### src/sv/bis_pkg.sv
// bis_pkg: shared constants, codes and the command type of the bilinear image sampler
// no dependencies; imported by every module of the block

package bis_pkg;

  localparam int MaxCols     = 256;
  localparam int MaxRows     = 256;
  localparam int FracBits    = 8;
  localparam int MaxChannels = 3;

  // fixed field widths of the stream and configuration ports
  localparam int PixW     = 8;
  localparam int CoordW   = 17;
  localparam int ChanW    = 2;
  localparam int SampleW  = 24;
  localparam int InDataW  = 64;
  localparam int OutUserW = 3;
  localparam int CfgIdxW  = 2;
  localparam int CfgDataW = 9;

  // input tdata field offsets, lowest field first
  localparam int RowLo   = 0;
  localparam int ColLo   = RowLo + PixW;
  localparam int ChanLo  = ColLo + PixW;
  localparam int ValueLo = ChanLo + ChanW;
  localparam int XLo     = ValueLo + PixW;
  localparam int YLo     = XLo + CoordW;

  localparam int RowW = $clog2(MaxRows);
  localparam int ColW = $clog2(MaxCols);
  localparam int IntW = CoordW - 1 - FracBits;

  localparam int One  = 1 << FracBits;
  localparam int WtW  = FracBits + 1;
  localparam int TvW  = FracBits + PixW;
  localparam int ValW = 2 * FracBits + PixW;

  // image memory split in four banks by row and column parity
  localparam int NumBanks  = 4;
  localparam int BankRows  = (MaxRows + 1) / 2;
  localparam int BankCols  = (MaxCols + 1) / 2;
  localparam int BankDepth = BankRows * BankCols * MaxChannels;
  localparam int AddrW     = $clog2(BankDepth);

  localparam int QueueDepth = 4;
  localparam int QPtrW      = $clog2(QueueDepth);

  typedef enum logic {
    KindWrite = 1'b0,
    KindQuery = 1'b1
  } bis_kind_e;

  typedef enum logic [CfgIdxW-1:0] {
    CfgWidth    = 2'd0,
    CfgHeight   = 2'd1,
    CfgChannels = 2'd2
  } bis_cfg_e;

  // chan holds the channel of a write, or the last channel index of a query
  typedef struct packed {
    bis_kind_e            kind;
    logic                 in_img;
    logic [RowW-1:0]      row;
    logic [ColW-1:0]      col;
    logic [ChanW-1:0]     chan;
    logic [PixW-1:0]      value;
    logic [FracBits-1:0]  fx;
    logic [FracBits-1:0]  fy;
  } bis_cmd_t;

endpackage

### src/sv/bis_front.sv
// bis_front: input stream acceptance, configuration registers and request decode
// depends on bis_pkg; feeds decoded commands to bis_fifo

module bis_front import bis_pkg::*; (
  input  logic                clk_i,
  input  logic                rst_ni,
  input  logic                s_axis_tvalid,
  output logic                s_axis_tready,
  // pix_row, pix_col, pix_chan, pix_value, x_coord, y_coord, zero fill
  input  logic [InDataW-1:0]  s_axis_tdata,
  // kind
  input  logic [0:0]          s_axis_tuser,
  input  logic                cfg_valid_i,
  output logic                cfg_ready_o,
  input  logic [CfgIdxW-1:0]  cfg_index_i,
  input  logic [CfgDataW-1:0] cfg_data_i,
  input  logic                full_i,
  output logic                push_o,
  output bis_cmd_t            push_cmd_o
);

  logic [CfgDataW-1:0] width_q, height_q;
  logic [ChanW-1:0]    chans_q;

  logic [CoordW-1:0]   x, y;
  logic [IntW-1:0]     x_int, y_int;
  logic [FracBits-1:0] fx, fy;
  logic [IntW:0]       x_hi, y_hi;
  logic [CfgDataW-1:0] w_eff, h_eff;
  logic [ChanW-1:0]    nch;
  logic [PixW-1:0]     pix_row, pix_col, pix_value;
  logic [ChanW-1:0]    pix_chan;
  logic                in_img, wr_ok;
  bis_kind_e           kind;

  assign cfg_ready_o = 1'b1;

  always_ff @(posedge clk_i or negedge rst_ni) begin
    if (!rst_ni) begin
      width_q  <= CfgDataW'(256);
      height_q <= CfgDataW'(256);
      chans_q  <= ChanW'(1);
    end else if (cfg_valid_i) begin
      unique case (bis_cfg_e'(cfg_index_i))
        CfgWidth:    width_q  <= cfg_data_i;
        CfgHeight:   height_q <= cfg_data_i;
        CfgChannels: chans_q  <= cfg_data_i[ChanW-1:0];
        default: ;
      endcase
    end
  end

  assign kind      = bis_kind_e'(s_axis_tuser[0]);
  assign pix_row   = s_axis_tdata[RowLo +: PixW];
  assign pix_col   = s_axis_tdata[ColLo +: PixW];
  assign pix_chan  = s_axis_tdata[ChanLo +: ChanW];
  assign pix_value = s_axis_tdata[ValueLo +: PixW];
  assign x         = s_axis_tdata[XLo +: CoordW];
  assign y         = s_axis_tdata[YLo +: CoordW];

  assign x_int = x[CoordW-2:FracBits];
  assign y_int = y[CoordW-2:FracBits];
  assign fx    = x[FracBits-1:0];
  assign fy    = y[FracBits-1:0];
  assign x_hi  = {1'b0, x_int} + {{IntW{1'b0}}, |fx};
  assign y_hi  = {1'b0, y_int} + {{IntW{1'b0}}, |fy};

  always_comb begin
    w_eff = (32'(width_q) > MaxCols) ? CfgDataW'(MaxCols) : width_q;
    h_eff = (32'(height_q) > MaxRows) ? CfgDataW'(MaxRows) : height_q;
    if (chans_q == '0) begin
      nch = ChanW'(1);
    end else if (32'(chans_q) > MaxChannels) begin
      nch = ChanW'(MaxChannels);
    end else begin
      nch = chans_q;
    end
  end

  // right and bottom neighbours are never left of or above the anchor
  assign in_img = !x[CoordW-1] && !y[CoordW-1] &&
                  (32'(x_hi) < 32'(w_eff)) && (32'(y_hi) < 32'(h_eff));

  assign wr_ok = (32'(pix_row) < MaxRows) && (32'(pix_col) < MaxCols) &&
                 (32'(pix_chan) < MaxChannels);

  assign s_axis_tready = !full_i;
  assign push_o = s_axis_tvalid && !full_i && ((kind == KindQuery) || wr_ok);

  always_comb begin
    push_cmd_o.kind = kind;
    if (kind == KindQuery) begin
      push_cmd_o.in_img = in_img;
      push_cmd_o.row    = RowW'(y_int);
      push_cmd_o.col    = ColW'(x_int);
      push_cmd_o.chan   = nch - ChanW'(1);
      push_cmd_o.value  = '0;
      push_cmd_o.fx     = fx;
      push_cmd_o.fy     = fy;
    end else begin
      push_cmd_o.in_img = 1'b0;
      push_cmd_o.row    = RowW'(pix_row);
      push_cmd_o.col    = ColW'(pix_col);
      push_cmd_o.chan   = pix_chan;
      push_cmd_o.value  = pix_value;
      push_cmd_o.fx     = '0;
      push_cmd_o.fy     = '0;
    end
  end

endmodule

### config.mk
export PLATFORM = sky130hd
export DESIGN_NAME = bis_front
export DESIGN_NICKNAME = d
export VERILOG_FILES = /design/src/sv/bis_pkg.sv /design/src/sv/bis_front.sv
export SDC_FILE = /design/constraint.sdc
export NUM_CORES = 1
export LEC_CHECK = 0
export BUFFER_PORTS_ARGS = -buffer_cell sky130_fd_sc_hd__buf_2
export CAP_MARGIN = 15
export CORE_UTILIZATION = 42
export DETAILED_ROUTE_END_ITERATION = 8
export PLACE_DENSITY = 0.8
export RECOVER_POWER = 50
export SYNTH_ARGS = -nofsm -noshare
export SYNTH_HDL_FRONTEND = slang
export SYNTH_SLANG_ARGS = --single-unit
### constraint.sdc
create_clock -name clk_i -period 2.9 [get_ports clk_i]
set_input_delay 0.29 -clock clk_i [delete_from_list [all_inputs] [get_ports clk_i]]
set_output_delay 0.29 -clock clk_i [all_outputs]
set_load 0.02 [all_outputs]
==> flow_metrics.tcl <==
set metrics [dict create \
    multiInputGateArea_mm2 0.00145 \
    routabilityCongestion 0.833 \
    clockBufferDepth 2 \
    syn-mean-instance-area_um2 9.50 \
    grt.overflow.total 0 \
    setup_viol 0 \
    port-buffer-count 122 \
    slew_headroom 0.295 \
    max_cap_viol_count 0 \
    postRouteAntennaNets 0 \
    min_period_ns 2.79 \
    htreeDepth 1 \
    drt_first_pass_iters 5 \
    area_growth_pct 48.5 \
    worst_pin_slew_ns 1.06 \
    coreArea_mm2 0.00414 \
    async_flop_share 1.00 \
    wirelength_um 4840 \
    hold_viol_final 0 \
    cts_root_buffer "clkbuf_8" \
    yosysSeqAreaShare 0.269 \
    viasPerCell 5.04 \
    floorplan.rows 23 \
    synth_cells 197 \
    numCtsBuffers 3 \
    grt_pass1_wl_um 6800 \
    ys_seq_elements 20 \
    clk_pin_slew_worst_paths_ns 0.07 \
    drcViolationCount 0 \
    dieArea_mm2 0.00473 \
    yosysUniqueCellTypes 38 \
    crit_arrival_ns 2.50 \
    ys.flop_type "dfrtp_1" \
    die_y_um 68.8 \
    stdcell_count 371 \
    p_per_area_mw_per_mm2 386 \
    start_util 0.452 \
    io_pins 128 \
    antenna_found_initial 0 \
    clk_latency_ns 0.26 \
    fill_cells 342 \
    syn_nets 298 \
    max_freq_mhz 358 \
    synth-edff-count 0 \
    fin_util 0.671 \
    required_ns 2.61 \
    dp_cells 365 \
    ff_latch_area_um2 504 \
    worst_setup_path_end_kind "output pin" \
    cp_max_fo 3 \
    p_leak_nw 1.36 \
    antenna_cells 0 \
    hold_class "in2reg" \
    ir_drop_mv 0.328 \
    fin_skew_ns 0 \
    cts_sinks 20 \
    grt_max_degree 48 \
    critical_path_class "in2out" \
    period_share 0.964 \
    wl_per_cell_um 13.1 \
    grt_pass1_vias 1640 \
    synthesis.area_mm2 0.00187 \
    outcome "finished, final reports clean" \
    final_max_slew_viol_count 0 \
    drive_gt1_frac 0.586 \
    ys_warn_count 0 \
    dp_hpwl_um 3840 \
    drt-initial-drc-count 41 \
    vias 1870 \
    grtUsageTotal 0.190 \
    worst_setup_path_start_kind "input pin" \
    nNetsFinal 423 \
    cts_tree "built" \
    die_width_um 68.8 \
]
## metal layers
layer / up-vias / global-route usage / share of wire
li1: 953 / - / -
met1: 843 / 0.238 / 0.43
met2: 69 / 0.346 / 0.50
met3: 5 / 0.0148 / 0.053
met4: 0 / 0.0587 / 0.011
met5: - / 0 / 0
## cells in the final DEF (no fill, tap or decap), types with 3 or more instances in the layout
cell type and count:
buf_4 4, dfrtp_1 17, buf_6 5, clkbuf_8 4, nand2_1 27, nand4_1 6
a21oi_2 3, ha_2 3, ha_4 3, xor2_1 4, and2_1 16, clkbuf_1 4
buf_2 114, ha_1 14, nor2b_1 8, inv_1 4, xnor2_1 7, mux2_2 35
nand3_1 3
## power by group
part / total (mW) / switching [mW] / internal [mW]
clock: 0.211 / 0.0900 / 0.121
combinational: 0.493 / 0.256 / 0.237
sequential: 0.369 / 0.0320 / 0.337
## area by class of cell
cell class                      count  area share
Clock buffer                        4      0.0198
Inverter                            6     0.00810
Multi-Input combinational cell    163       0.523
Sequential cell                    20       0.181
Tap cell                           50      0.0225
Timing Repair Buffer              128       0.245
## metrics by stage
stage,area (um^2),TNS (ns),power (mW),setup WS [ns],hold WS (ns)
after floorplan,1870,0,0.665,0.312,-0.00559
after global placement,2530,-0.0521,0.814,-0.0521,0.247
after detailed placement,2530,-0.103,0.829,-0.103,0.254
after CTS,2620,0,1.04,0.00779,0.256
after global routing,2780,-0.0333,1.15,-0.0333,0.274
final,2780,0,1.07,0.105,0.262
## cell usage after synthesis (all sizes together), types with 2 or more instances
master / instances / area share
and3: 2 / 0.0067
a21o: 2 / 0.0080
o22ai: 2 / 0.0067
o21ai: 2 / 0.0053
nor2: 4 / 0.0080
a21oi: 4 / 0.013
nand3b: 2 / 0.010
nor2b: 8 / 0.027
nand2: 27 / 0.054
nor4: 4 / 0.013
xnor2: 8 / 0.037
dfrtp: 17 / 0.23
dfstp: 3 / 0.042
mux2: 35 / 0.21
ha: 20 / 0.13
inv: 5 / 0.010
nand4: 6 / 0.020
and4: 2 / 0.0094
buf: 6 / 0.020
and2: 16 / 0.053
clkbuf: 2 / 0.0040
nand3: 5 / 0.013
xor2: 4 / 0.019
## sequential cells by signal (all words and copies together) (netlist names)
register / flops
chans_q: 2
height_q: 9
width_q: 9
## worst max-delay path, stage by stage
cell	delay, ns
buf_2	0.12
nor4_4	0.25
nand2_1	0.09
ha_2	0.22
ha_4	0.18
nand3_4	0.08
nor2_4	0.04
and3_4	0.17
ha_2	0.17
or3_4	0.37
nor3_2	0.18
o221a_1	0.22
buf_6	0.12
## kinds of logic after synthesis
family                   after synthesis  synth area share
multiplexers                          35             0.211
other                                  1           0.00200
AO/OA/AOI/OAI                         15            0.0622
XOR/XNOR                              12            0.0561
buffers and inverters                 14            0.0361
flip-flops                            20             0.269
adder cells (fa/ha/maj)               20             0.134
AND/OR/NAND/NOR                       80             0.230
## what timing repair did
action | in CTS | in global routing
setup endpoints to repair | 1 | 1
endpoints found under the hold margin | 17 | 0
setup buffers | 0 | 1
gates resized for setup | 6 | 28
hold buffers | 1 | 0
pin swaps | 2 | 26
## path summary, 6_finish.rpt
| kind | from | endpoint | slack, ns | cells past startpoint |
|---|---|---|---|---|
| worst min-delay path | cfg_data_i[8] | width_q[8] | 0.26 | 3 |
| min in group asynchronous | rst_ni | chans_q[1] | 0.74 | 2 |
| worst min register to register | height_q[5] | height_q[5] | 0.52 | 1 |
| worst max-delay path | s_axis_tdata[28] | push_cmd_o[42] | 0.11 | 13 |
| max in group asynchronous | rst_ni | height_q[5] | 1.53 | 2 |
| worst max register to register | width_q[8] | width_q[8] | 1.85 | 2 |
Power figures use the tool's default switching activity.
