===== src/sv/bis_pkg.sv =====
// bis_pkg: shared constants, codes and the command type of the bilinear image sampler
// no dependencies; imported by every module of the block

package bis_pkg;

  localparam int MaxCols     = 256;
  localparam int MaxRows     = 256;
  localparam int FracBits    = 8;
  localparam int MaxChannels = 3;

  // fixed field widths of the stream and configuration ports
  localparam int PixW     = 8;
  localparam int CoordW   = 17;
  localparam int ChanW    = 2;
  localparam int SampleW  = 24;
  localparam int InDataW  = 64;
  localparam int OutUserW = 3;
  localparam int CfgIdxW  = 2;
  localparam int CfgDataW = 9;

  // input tdata field offsets, lowest field first
  localparam int RowLo   = 0;
  localparam int ColLo   = RowLo + PixW;
  localparam int ChanLo  = ColLo + PixW;
  localparam int ValueLo = ChanLo + ChanW;
  localparam int XLo     = ValueLo + PixW;
  localparam int YLo     = XLo + CoordW;

  localparam int RowW = $clog2(MaxRows);
  localparam int ColW = $clog2(MaxCols);
  localparam int IntW = CoordW - 1 - FracBits;

  localparam int One  = 1 << FracBits;
  localparam int WtW  = FracBits + 1;
  localparam int TvW  = FracBits + PixW;
  localparam int ValW = 2 * FracBits + PixW;

  // image memory split in four banks by row and column parity
  localparam int NumBanks  = 4;
  localparam int BankRows  = (MaxRows + 1) / 2;
  localparam int BankCols  = (MaxCols + 1) / 2;
  localparam int BankDepth = BankRows * BankCols * MaxChannels;
  localparam int AddrW     = $clog2(BankDepth);

  localparam int QueueDepth = 4;
  localparam int QPtrW      = $clog2(QueueDepth);

  typedef enum logic {
    KindWrite = 1'b0,
    KindQuery = 1'b1
  } bis_kind_e;

  typedef enum logic [CfgIdxW-1:0] {
    CfgWidth    = 2'd0,
    CfgHeight   = 2'd1,
    CfgChannels = 2'd2
  } bis_cfg_e;

  // chan holds the channel of a write, or the last channel index of a query
  typedef struct packed {
    bis_kind_e            kind;
    logic                 in_img;
    logic [RowW-1:0]      row;
    logic [ColW-1:0]      col;
    logic [ChanW-1:0]     chan;
    logic [PixW-1:0]      value;
    logic [FracBits-1:0]  fx;
    logic [FracBits-1:0]  fy;
  } bis_cmd_t;

endpackage


===== src/sv/bis_fifo.sv =====
// bis_fifo: short command queue between the front and the back end
// depends on bis_pkg for the command type and queue depth

module bis_fifo import bis_pkg::*; (
  input  logic     clk_i,
  input  logic     rst_ni,
  input  logic     push_i,
  input  bis_cmd_t push_cmd_i,
  output logic     full_o,
  input  logic     pop_i,
  output logic     pop_valid_o,
  output bis_cmd_t pop_cmd_o
);

  bis_cmd_t         entries_q [QueueDepth];
  logic [QPtrW-1:0] wr_ptr_q, rd_ptr_q;
  logic [QPtrW:0]   count_q;

  assign full_o      = count_q == (QPtrW+1)'(QueueDepth);
  assign pop_valid_o = count_q != '0;
  assign pop_cmd_o   = entries_q[rd_ptr_q];

  always_ff @(posedge clk_i) begin
    if (push_i) begin
      entries_q[wr_ptr_q] <= push_cmd_i;
    end
  end

  always_ff @(posedge clk_i or negedge rst_ni) begin
    if (!rst_ni) begin
      wr_ptr_q <= '0;
      rd_ptr_q <= '0;
      count_q  <= '0;
    end else begin
      if (push_i) begin
        wr_ptr_q <= (wr_ptr_q == QPtrW'(QueueDepth - 1)) ? '0 : wr_ptr_q + 1'b1;
      end
      if (pop_i) begin
        rd_ptr_q <= (rd_ptr_q == QPtrW'(QueueDepth - 1)) ? '0 : rd_ptr_q + 1'b1;
      end
      if (push_i && !pop_i) begin
        count_q <= count_q + 1'b1;
      end else if (pop_i && !push_i) begin
        count_q <= count_q - 1'b1;
      end
    end
  end

endmodule


===== config.mk =====
export PLATFORM = sky130hd
export DESIGN_NAME = bis_fifo
export DESIGN_NICKNAME = d
export VERILOG_FILES = /design/src/sv/bis_pkg.sv /design/src/sv/bis_fifo.sv
export SDC_FILE = /design/constraint.sdc
export NUM_CORES = 1
export LEC_CHECK = 0
export BUFFER_PORTS_ARGS = -buffer_cell sky130_fd_sc_hd__buf_4
export CAP_MARGIN = 10
export CORE_MARGIN = 1
export CORE_UTILIZATION = 47
export CTS_BUF_LIST = sky130_fd_sc_hd__clkbuf_16
export CTS_CLUSTER_SIZE = 16
export DETAILED_ROUTE_END_ITERATION = 10
export GPL_TIMING_DRIVEN = 0
export PLACE_DENSITY = 0.67
export SETUP_SLACK_MARGIN = 0.5
export SYNTH_ARGS = -nofsm -noshare
export SYNTH_HDL_FRONTEND = slang
export SYNTH_SLANG_ARGS = --single-unit

===== constraint.sdc =====
create_clock -name clk_i -period 4.15 [get_ports clk_i]
set_clock_uncertainty 0.05 [all_clocks]
set_input_delay 0.415 -clock clk_i [delete_from_list [all_inputs] [get_ports clk_i]]
set_output_delay 0.415 -clock clk_i [all_outputs]
set_load 0.01 [all_outputs]

==> impl_metrics.ini, run 1 <==
[detailed_routing]
routed_via_density = 5.38
drt-pass1-iter-count = 4
wire_per_inst_um = 20.0
drt_iter0_drc = 206
vias = 3104
drc = 0
wl_um = 11500
final_antenna_net_count = 0

[timing]
hold_viol = 0
max_freq_ghz = 0.422
setup_viol = 0
fin_crit_sh_pct = 57.1
worst_pin_slew_ns = 0.617
finalMaxSlewViolations = 0
relSlewSlack_pct = 58.9
finalSetupTns_ns = 0
hold_slack_ns = 0.132
rsz0062_at_grt = false
fin_crit_ns = 2.37

[grt]
grt_overflow = 0
top_usage_layer = met2
grt_pass1_wl_um = 18000
grt_max_degree = 26
grt_usage_pct = 17.1
met1_usage_pct = 20.7
grt_pass1_vias = 3311
met3_usage_pct = 6.97
use_met2_pct = 27.5
antenna_found_initial = 0

[clocking]
cts.root.buffer_cell = clkbuf_16
insertion_delay_ns = 0.42
path_clk_slew_ns = 0.07
clk_path_buf_depth = 2
cts_tree = done
cts_buffers = 17
cts-resized-gates = 0
cts.sinks = 183
htreeDepth = 4

[placement]
gp_congestion = 0.623
placed_area_um2 = 7840
numPortBuffers = 93
hpwl_um = 7200

[logic_synthesis]
synth_nets = 322
avgSynthCellArea_um2 = 25.6
synth_top_cell_by_area = edfxtp_1
synth_warnings = 0
synthTopCellsByArea = edfxtp_1 77%, mux4_2 13%, dfrtp_1 2.6%
ys_seq_elements = 183
seq_area_frac_synth_pct = 80.0
netlist_instances = 267
synth_top_area_share_pct = 77.4
synth_cell_types = 19
netlist_area_um2 = 6830

[cells_and_area]
final_common_cell = edfxtp_1
diodes = 0
final-seq-area_um2 = 5460
nFillCells = 987
drive_gt1_share_pct = 45.8
num-nets-final = 439
fin_area_um2 = 8480
multi_input_area_um2 = 1240
syn2layout_area_growth_pct = 24.2
layout_common_cells = 176 x edfxtp_1, 93 x buf_4, 38 x mux4_2

[floorplan]
die_width_um = 123
dieArea_um2 = 15000
num_rows = 43
start_util_pct = 48.6
io-pin-count = 94
core_um2 = 14000
die_y_um = 123

[setup_path]
crit_top_cell = buf_2
cp_cell_sequence = buf_2, buf_2, mux4_2, buf_4
criticalPathCategory = reg -> out
worst-path-max-fanout = 10
crit_required_ns = 3.68
start_kind = register
crit_arrival_ns = 1.90
max_stage_delay_ns = 0.38
endpoint_kind = output pin
worst_path_max_delay_cell = mux4_2

[pwr]
power.total_mw = 5.96
vdd_ir_drop_max_v = 0.000411
power_density_nw_per_um2 = 703
p_leak_nw = 2.97

[status]
status = finished clean

[job]
maxCapViolations = 0

[hold_path]
min-delay-path-class = in -> reg
## worst max-delay path: cells and delay by family (launching register included)
family	cells	cell delay [ns]
multiplexers	1	0.38
buffers and inverters	3	0.74
flip-flops	1	0.36
## logic make-up after synthesis
| group | count (synthesis) | synth area share, % |
|---|---|---|
| mux | 47 | 15.3 |
| buf+inv | 14 | 1.92 |
| flops | 183 | 80.0 |
| compound gates | 2 | 0.147 |
| xor+xnor | 3 | 0.385 |
| simple gates | 11 | 0.843 |
| fa+ha+maj | 7 | 1.39 |
## synthesized netlist by cell type
master / count
mux4_2: 38
nand2_1: 2
edfxtp_1: 176
dfrtp_1: 7
nor3b_1: 1
fa_1: 1
buf_2: 5
inv_1: 4
xor2_1: 2
mux2_2: 3
and2_1: 4
nor2_1: 3
buf_6: 1
ha_1: 6
xnor2_1: 1
o21ai_0: 2
or3_1: 1
mux4_1: 6
buf_12: 4
## metrics by stage
stage	setup WS [ns]	cells	util, %
after global routing	1.67	577	60.4
after CTS	1.74	577	60.4
after detailed placement	2.22	544	55.8
final	1.78	577	60.4
after floorplan	2.01	267	-
after global placement	1.15	540	55.2
## layout make-up
class / count / share of cell area [%]
Clock buffer: 17 / 5.02
Tap cell: 180 / 2.66
Timing Repair Buffer: 98 / 9.30
Clock inverter: 15 / 2.42
Inverter: 4 / 0.177
Buffer: 10 / 1.37
Multi-Input combinational cell: 70 / 14.6
Sequential cell: 183 / 64.4
## repair_timing
| action | in CTS | in global routing |
|---|---|---|
| buffers inserted | 0 | 0 |
| endpoints found under the hold margin | 7 | 0 |
| hold buffers | 1 | 0 |
## state kept, by name, indices dropped and copies added, names as in the netlist
register   count
entries_q    176
rd_ptr_q       2
count_q        3
wr_ptr_q       2
## layer usage
layer  part of all wire (%)  wire (um)
met5                      0          0
met1                     41       4700
met4                    1.1        125
met3                    7.2        833
met2                     51       5870
## path summary, 6_finish.rpt
kind	from	end	slack (ns)	cells after the start
max in group asynchronous	rst_ni	wr_ptr_q[1]	3.64	2
worst min-delay path	push_cmd_i[17]	entries_q[2][17]	0.13	1
worst max register to register	wr_ptr_q[0]	entries_q[2][27]	2.29	4
min in group asynchronous	rst_ni	count_q[2]	0.29	2
worst min register to register	count_q[2]	count_q[2]	0.43	1
worst max-delay path	rd_ptr_q[1]	pop_cmd_o[18]	1.78	4
## report_power, final
group	switching, mW	leakage [nW]	internal, mW	total [mW]
clock	0.668	0.300	1.01	1.68
combinational	0.854	0.972	0.971	1.82
sequential	0.0823	1.70	2.37	2.45
Power figures use the tool's default switching activity.
==> inputs of run 2 (changes only) <==
--- a/config.mk
+++ b/config.mk
@@ -5,6 +5,7 @@
 export SDC_FILE = /design/constraint.sdc
 export NUM_CORES = 1
 export LEC_CHECK = 0
+export ABC_AREA = 1
 export BUFFER_PORTS_ARGS = -buffer_cell sky130_fd_sc_hd__buf_4
 export CAP_MARGIN = 10
 export CORE_MARGIN = 1
==> constraint.sdc (replaced) <==
create_clock -name clk_i -period 2.3 [get_ports clk_i]
set_clock_uncertainty 0.05 [all_clocks]
set_input_delay 0.23 -clock clk_i [delete_from_list [all_inputs] [get_ports clk_i]]
set_output_delay 0.23 -clock clk_i [all_outputs]
set_load 0.01 [all_outputs]
==> impl_metrics.ini, run 2 <==
[status]
status = finished clean

[placement]
numPortBuffers = 93
dp_slack_ns = -0.124
hpwl_um = 9090
gp_congestion = 0.760
dp_cells = 870

[floorplan]
dieArea_um2 = 16300
die_width_um = 128
die_y_um = 128
num_rows = 45
start_util_pct = 48.6
io-pin-count = 94
core_um2 = 15300

[setup_path]
r2r_end = entries_q[2][36]
crit_top_cell = nand2_1
r2r_cells = 4
worst_path_max_delay_cell = dfrtp_1
cp_cell_sequence = inv_4, buf_12, buf_8, nand2_1, o211ai_1, nand2_1, buf_4
worst-path-max-fanout = 10
crit_required_ns = 2.02
max_stage_delay_ns = 0.41
criticalPathCategory = reg -> out
start_kind = register
ff2ff_setup_slack_ns = 0.56
crit_arrival_ns = 1.67
endpoint_kind = output pin
r2r_start = wr_ptr_q[0]

[logic_synthesis]
synth_edf_count = 176
synth_cell_types = 17
synth_warnings = 0
avgSynthCellArea_um2 = 13.1
synth_commonest_cells = 176 x edfxtp_1, 148 x nand2_1, 99 x inv_1
synth_top_cell_by_area = edfxtp_1
synth_top_area_share_pct = 71.0
netlist_instances = 566
seq_area_frac_synth_pct = 73.4
async_flop_share_pct = 3.83
yosysMostFrequentCell = edfxtp_1
synth_nets = 621
ys_seq_elements = 183
netlist_area_um2 = 7440
synthTopCellsByArea = edfxtp_1 71%, o211ai_1 8.9%, nand2_1 7.5%
ys.flop_type = edfxtp_1

[pwr]
power_density_nw_per_um2 = 1170
p_leak_nw = 4.02
vdd_ir_drop_max_v = 0.000775

[timing]
setup_ws_ns = 0.348
finalMaxSlewViolations = 0
fin_crit_ns = 1.95
max_freq_ghz = 0.512
finalSetupTns_ns = 0
hold_viol = 0
rsz0062_at_grt = true
setup_viol = 0
worst_pin_slew_ns = 0.495
relSlewSlack_pct = 67.0
fin_crit_sh_pct = 84.9

[cells_and_area]
largest_register_ffs = 176
stdcell_count = 984
num-nets-final = 816
diodes = 0
syn2layout_area_growth_pct = 31.5
regMostFlops = entries_q
largest_registers = entries_q (176), count_q (3)
layout_common_cells = 176 x edfxtp_1, 146 x nand2_1, 122 x buf_4
final_common_cell = edfxtp_1
drive_gt1_share_pct = 24.7

[detailed_routing]
drc = 0
drt_iter0_drc = 373
drt-pass1-iter-count = 4
routed_via_density = 4.99
wire_per_inst_um = 17.5
final_antenna_net_count = 0
vias = 4914
wl_um = 17200

[clocking]
insertion_delay_ns = 0.42
htreeDepth = 4
cts_buffers = 17
cts_tree = done
cts.sinks = 183
cts.root.buffer_cell = clkbuf_16
path_clk_slew_ns = 0.06
clk_path_buf_depth = 2

[grt]
grt_pass1_wl_um = 26300
top_usage_layer = met2
grt_max_degree = 17
antenna_found_initial = 0
grt_pass1_vias = 4932
use_met2_pct = 39.1
grt_overflow = 0
met3_usage_pct = 4.34
met1_usage_pct = 27.6
grt_usage_pct = 22.3

[hold_path]
hold_start = push_i
min-delay-path-class = in -> reg
min_to = wr_ptr_q[0]
hold_depth = 2

[job]
maxCapViolations = 0
==> run 2: cell types whose count changed after synthesis, sizes merged, moves of 2 or more <==
cell,change
o211ai,+88
mux2,-3
nand2,+146
and2,-4
xor2,-2
mux4,-44
buf,+18
o21ai,+2
inv,+97
==> run 2: cell families (layout without fill, tap and decap cells) <==
logic type               Yosys count  count (layout)  synth area share (%)
flip-flops                       183             183                  73.4
AND/OR/NAND/NOR                  154             154                  7.84
buffers and inverters            129             336                  8.22
AO/OA/AOI/OAI                     92              92                  9.15
adder cells (fa/ha/maj)            7               7                  1.28
XOR/XNOR                           1               1                 0.118
==> run 2: worst max path at each step <==
stage                     start  slack [ns]                to
CTS                 rd_ptr_q[1]        0.34     pop_cmd_o[13]
detailed placement  wr_ptr_q[0]       -0.12  entries_q[0][10]
floorplan           wr_ptr_q[0]        0.52   entries_q[0][0]
global placement    wr_ptr_q[0]       -0.08  entries_q[2][10]
global route        rd_ptr_q[0]        0.28     pop_cmd_o[12]
finish              rd_ptr_q[0]        0.35     pop_cmd_o[37]
==> run 2: routing by layer <==
| metal | vias up | part of all wire, % |
|---|---|---|
| li1 | 2348 | - |
| met2 | 166 | 51 |
| met3 | 29 | 5.3 |
| met1 | 2371 | 41 |
| met4 | 0 | 2.1 |
| met5 | - | 0 |
==> run 2: final cells by class <==
| type | instances | area (um2) |
|---|---|---|
| Buffer | 28 | 305 |
| Tap cell | 211 | 264 |
| Timing Repair Buffer | 164 | 1360 |
| Timing Repair inverter | 12 | 90.1 |
| Clock inverter | 14 | 97.6 |
| Inverter | 101 | 402 |
| Sequential cell | 183 | 5460 |
| Clock buffer | 17 | 425 |
| Fill cell | 1193 | 5530 |
| Multi-Input combinational cell | 254 | 1370 |
==> run 2: where the power goes <==
group / switching [mW] / internal (mW) / total (mW)
Combinational: 2.55 / 1.89 / 4.43
Sequential: 0.157 / 4.27 / 4.43
Clock: 1.15 / 1.45 / 2.60
Total: 3.85 / 7.61 / 11.5
==> run 2: what timing repair did <==
item / 4_1_cts / 5_1_grt
pin swaps: 2 / 6
endpoints found under the hold margin: 184 / 0
buffers inserted: 15 / 9
setup endpoints to repair: 220 / 110
cloned: 12 / 1
gates resized for setup: 30 / 10
hold buffers: 46 / 0
==> run 2: worst max-delay path: cells and delay by family, from the launching register on <==
kind	cells	cell delay (ns)
AOI/OAI and AO/OA	1	0.09
and+or+nand+nor	2	0.18
buffers and inverters	4	0.57
DFF	1	0.41
==> run 2: through the flow <==
stage,area (um2),utilization (%),total power [mW],hold slack [ns]
global placement,8420,55.0,8.35,-0.00530
detailed placement,8420,55.0,8.46,-0.00170
finish,9780,63.9,11.5,0.0290
floorplan,7450,-,6.71,-0.116
CTS,9660,63.1,11.4,0.0154
global route,9780,63.9,12.1,0.0332
==> inputs of run 3 (changes only) <==
--- a/config.mk
+++ b/config.mk
@@ -14,7 +14,7 @@
 export CTS_CLUSTER_SIZE = 16
 export DETAILED_ROUTE_END_ITERATION = 10
 export GPL_TIMING_DRIVEN = 0
-export PLACE_DENSITY = 0.67
+export PLACE_DENSITY = 0.69
 export SETUP_SLACK_MARGIN = 0.5
 export SYNTH_ARGS = -nofsm -noshare
 export SYNTH_HDL_FRONTEND = slang
==> constraint.sdc (replaced) <==
create_clock -name clk_i -period 1.6 [get_ports clk_i]
set_clock_uncertainty 0.05 [all_clocks]
set_input_delay 0.16 -clock clk_i [delete_from_list [all_inputs] [get_ports clk_i]]
set_output_delay 0.16 -clock clk_i [all_outputs]
set_load 0.01 [all_outputs]
==> impl_metrics.ini, run 3 (synthesis gave the netlist of run 2 again) <==
[timing]
setup_ws_ns = -0.283
finalSetupTns_ns = -13.28
rsz0062_at_grt = true
fin_crit_sh_pct = 118
setup_viol = 93
finalMaxSlewViolations = 0
worst_pin_slew_ns = 0.262
hold_slack_ns = 0.0497
fin_crit_ns = 1.88
hold_viol = 0
relSlewSlack_pct = 82.5
max_freq_ghz = 0.531

[grt]
antenna_found_initial = 0
grt_usage_pct = 22.5
grt_overflow = 0
grt_pass1_wl_um = 26500
grt_max_degree = 23
grt_pass1_vias = 4887

[job]
maxCapViolations = 0

[setup_path]
crit_required_ns = 1.39
r2r_end = entries_q[0][4]
criticalPathCategory = reg -> out
crit_start = rd_ptr_q[0]
endpoint_kind = output pin
r2r_start = wr_ptr_q[1]
worst_path_max_delay_cell = dfrtp_1
crit_arrival_ns = 1.67
ff2ff_setup_slack_ns = -0.11
max_stage_delay_ns = 0.40
worst-path-max-fanout = 10
start_kind = register
r2r_cells = 8
cp_cell_sequence = inv_4, clkbuf_16, buf_12, o211ai_1, nand2_1, buf_6

[cells_and_area]
layout_common_cells = 176 x edfxtp_1, 141 x nand2_1, 99 x inv_1
diodes = 0
largest_registers = entries_q (176), count_q (3)
nFillCells = 1075
syn2layout_area_growth_pct = 39.6
drive_gt1_share_pct = 28.3
largest_register_ffs = 176
stdcell_count = 1003
final_common_cell = edfxtp_1
regMostFlops = entries_q
num-nets-final = 834

[pwr]
p_int_mw = 11.8
p_leak_nw = 4.23
netSwitchingFraction_pct = 33.0
switching_power_mw = 5.80
combinationalPowerShare_pct = 42.8
vdd_ir_drop_max_v = 0.00121
power_density_nw_per_um2 = 1690
pwr-share-seq_pct = 36.4
clkPwrFrac_pct = 20.8

[detailed_routing]
final_antenna_net_count = 0
drt-pass1-iter-count = 5
wire_per_inst_um = 17.8
vias = 5028
drc = 0
routed_via_density = 5.01
wl_um = 17900
drt_iter0_drc = 416

[clocking]
clk_path_buf_depth = 2
cts_tree = done
path_clk_slew_ns = 0.06
cts_buffers = 17
htreeDepth = 4
cts.root.buffer_cell = clkbuf_16
insertion_delay_ns = 0.43
cts.sinks = 183

[floorplan]
core_um2 = 15300
num_rows = 45
die_y_um = 128
dieArea_um2 = 16300
die_width_um = 128
io-pin-count = 94
start_util_pct = 48.6

[placement]
dp_cells = 870
gp_congestion = 0.736
hpwl_um = 9130
numPortBuffers = 93

[status]
violations = negative setup slack
status = finished, violations left

[hold_path]
min-delay-path-class = in -> async
-- run 3: power groups by stage --
| stage | sequential [mW] | combinational (mW) | clock, mW |
|---|---|---|---|
| floorplan | 6.43 | 3.28 | 0 |
| global placement | 6.47 | 5.61 | 0 |
| detailed placement | 6.52 | 5.70 | 0 |
| CTS | 6.40 | 6.77 | 3.70 |
| global route | 6.44 | 8.08 | 3.89 |
| finish | 6.39 | 7.52 | 3.65 |
-- run 3: final cells by class --
type	instances	area, um2	share of cell area (%)
Sequential cell	183	5470	52.6
Buffer	28	342	3.29
Timing Repair Buffer	182	1800	17.4
Tap cell	211	264	2.54
Timing Repair inverter	12	90.1	0.867
Clock buffer	17	425	4.10
Multi-Input combinational cell	254	1510	14.5
Inverter	101	407	3.92
Clock inverter	15	83.8	0.807
-- run 3: how the worst max path moves through the flow --
stage	end	slack [ns]
2_1_floorplan	entries_q[0][0]	-0.13
3_3_place_gp	entries_q[2][12]	-0.75
3_5_place_dp	entries_q[0][12]	-0.78
4_1_cts	pop_cmd_o[25]	-0.31
5_1_grt	pop_cmd_o[23]	-0.38
6_report	pop_cmd_o[26]	-0.28
-- run 3: worst max-delay path: cells and delay by family, from the launching register on --
| kind | cells | cell delay [ns] |
|---|---|---|
| compound gates | 1 | 0.16 |
| flops | 1 | 0.40 |
| buf+inv | 4 | 0.55 |
| simple gates | 1 | 0.13 |
-- run 3: metrics by stage --
| step | util (%) | cell area (um2) | setup slack (ns) | total power, mW |
|---|---|---|---|---|
| detailed placement | 55.3 | 8460 | -0.779 | 12.2 |
| CTS | 65.2 | 9990 | -0.306 | 16.9 |
| finish | 67.8 | 10400 | -0.283 | 17.6 |
| global placement | 55.3 | 8460 | -0.748 | 12.1 |
| floorplan | - | 7500 | -0.125 | 9.71 |
| global route | 67.8 | 10400 | -0.382 | 18.4 |
-- run 3: layer usage --
layer	global-route usage, %	routed length (um)	up-vias	share of wire, %
li1	-	-	2389	-
met1	28.7	7560	2458	42
met2	37.9	9020	148	51
met3	4.88	829	33	4.6
met4	8.72	434	0	2.4
met5	0	0	-	0
-- run 3: timing repair --
action                                  CTS  global route
endpoints found under the hold margin   185             0
setup buffers                            26            14
endpoints found under the setup margin  227           227
pin swaps                                 7            12
resized for setup                        60            49
gates cloned                             11             4
hold buffers                             46             0
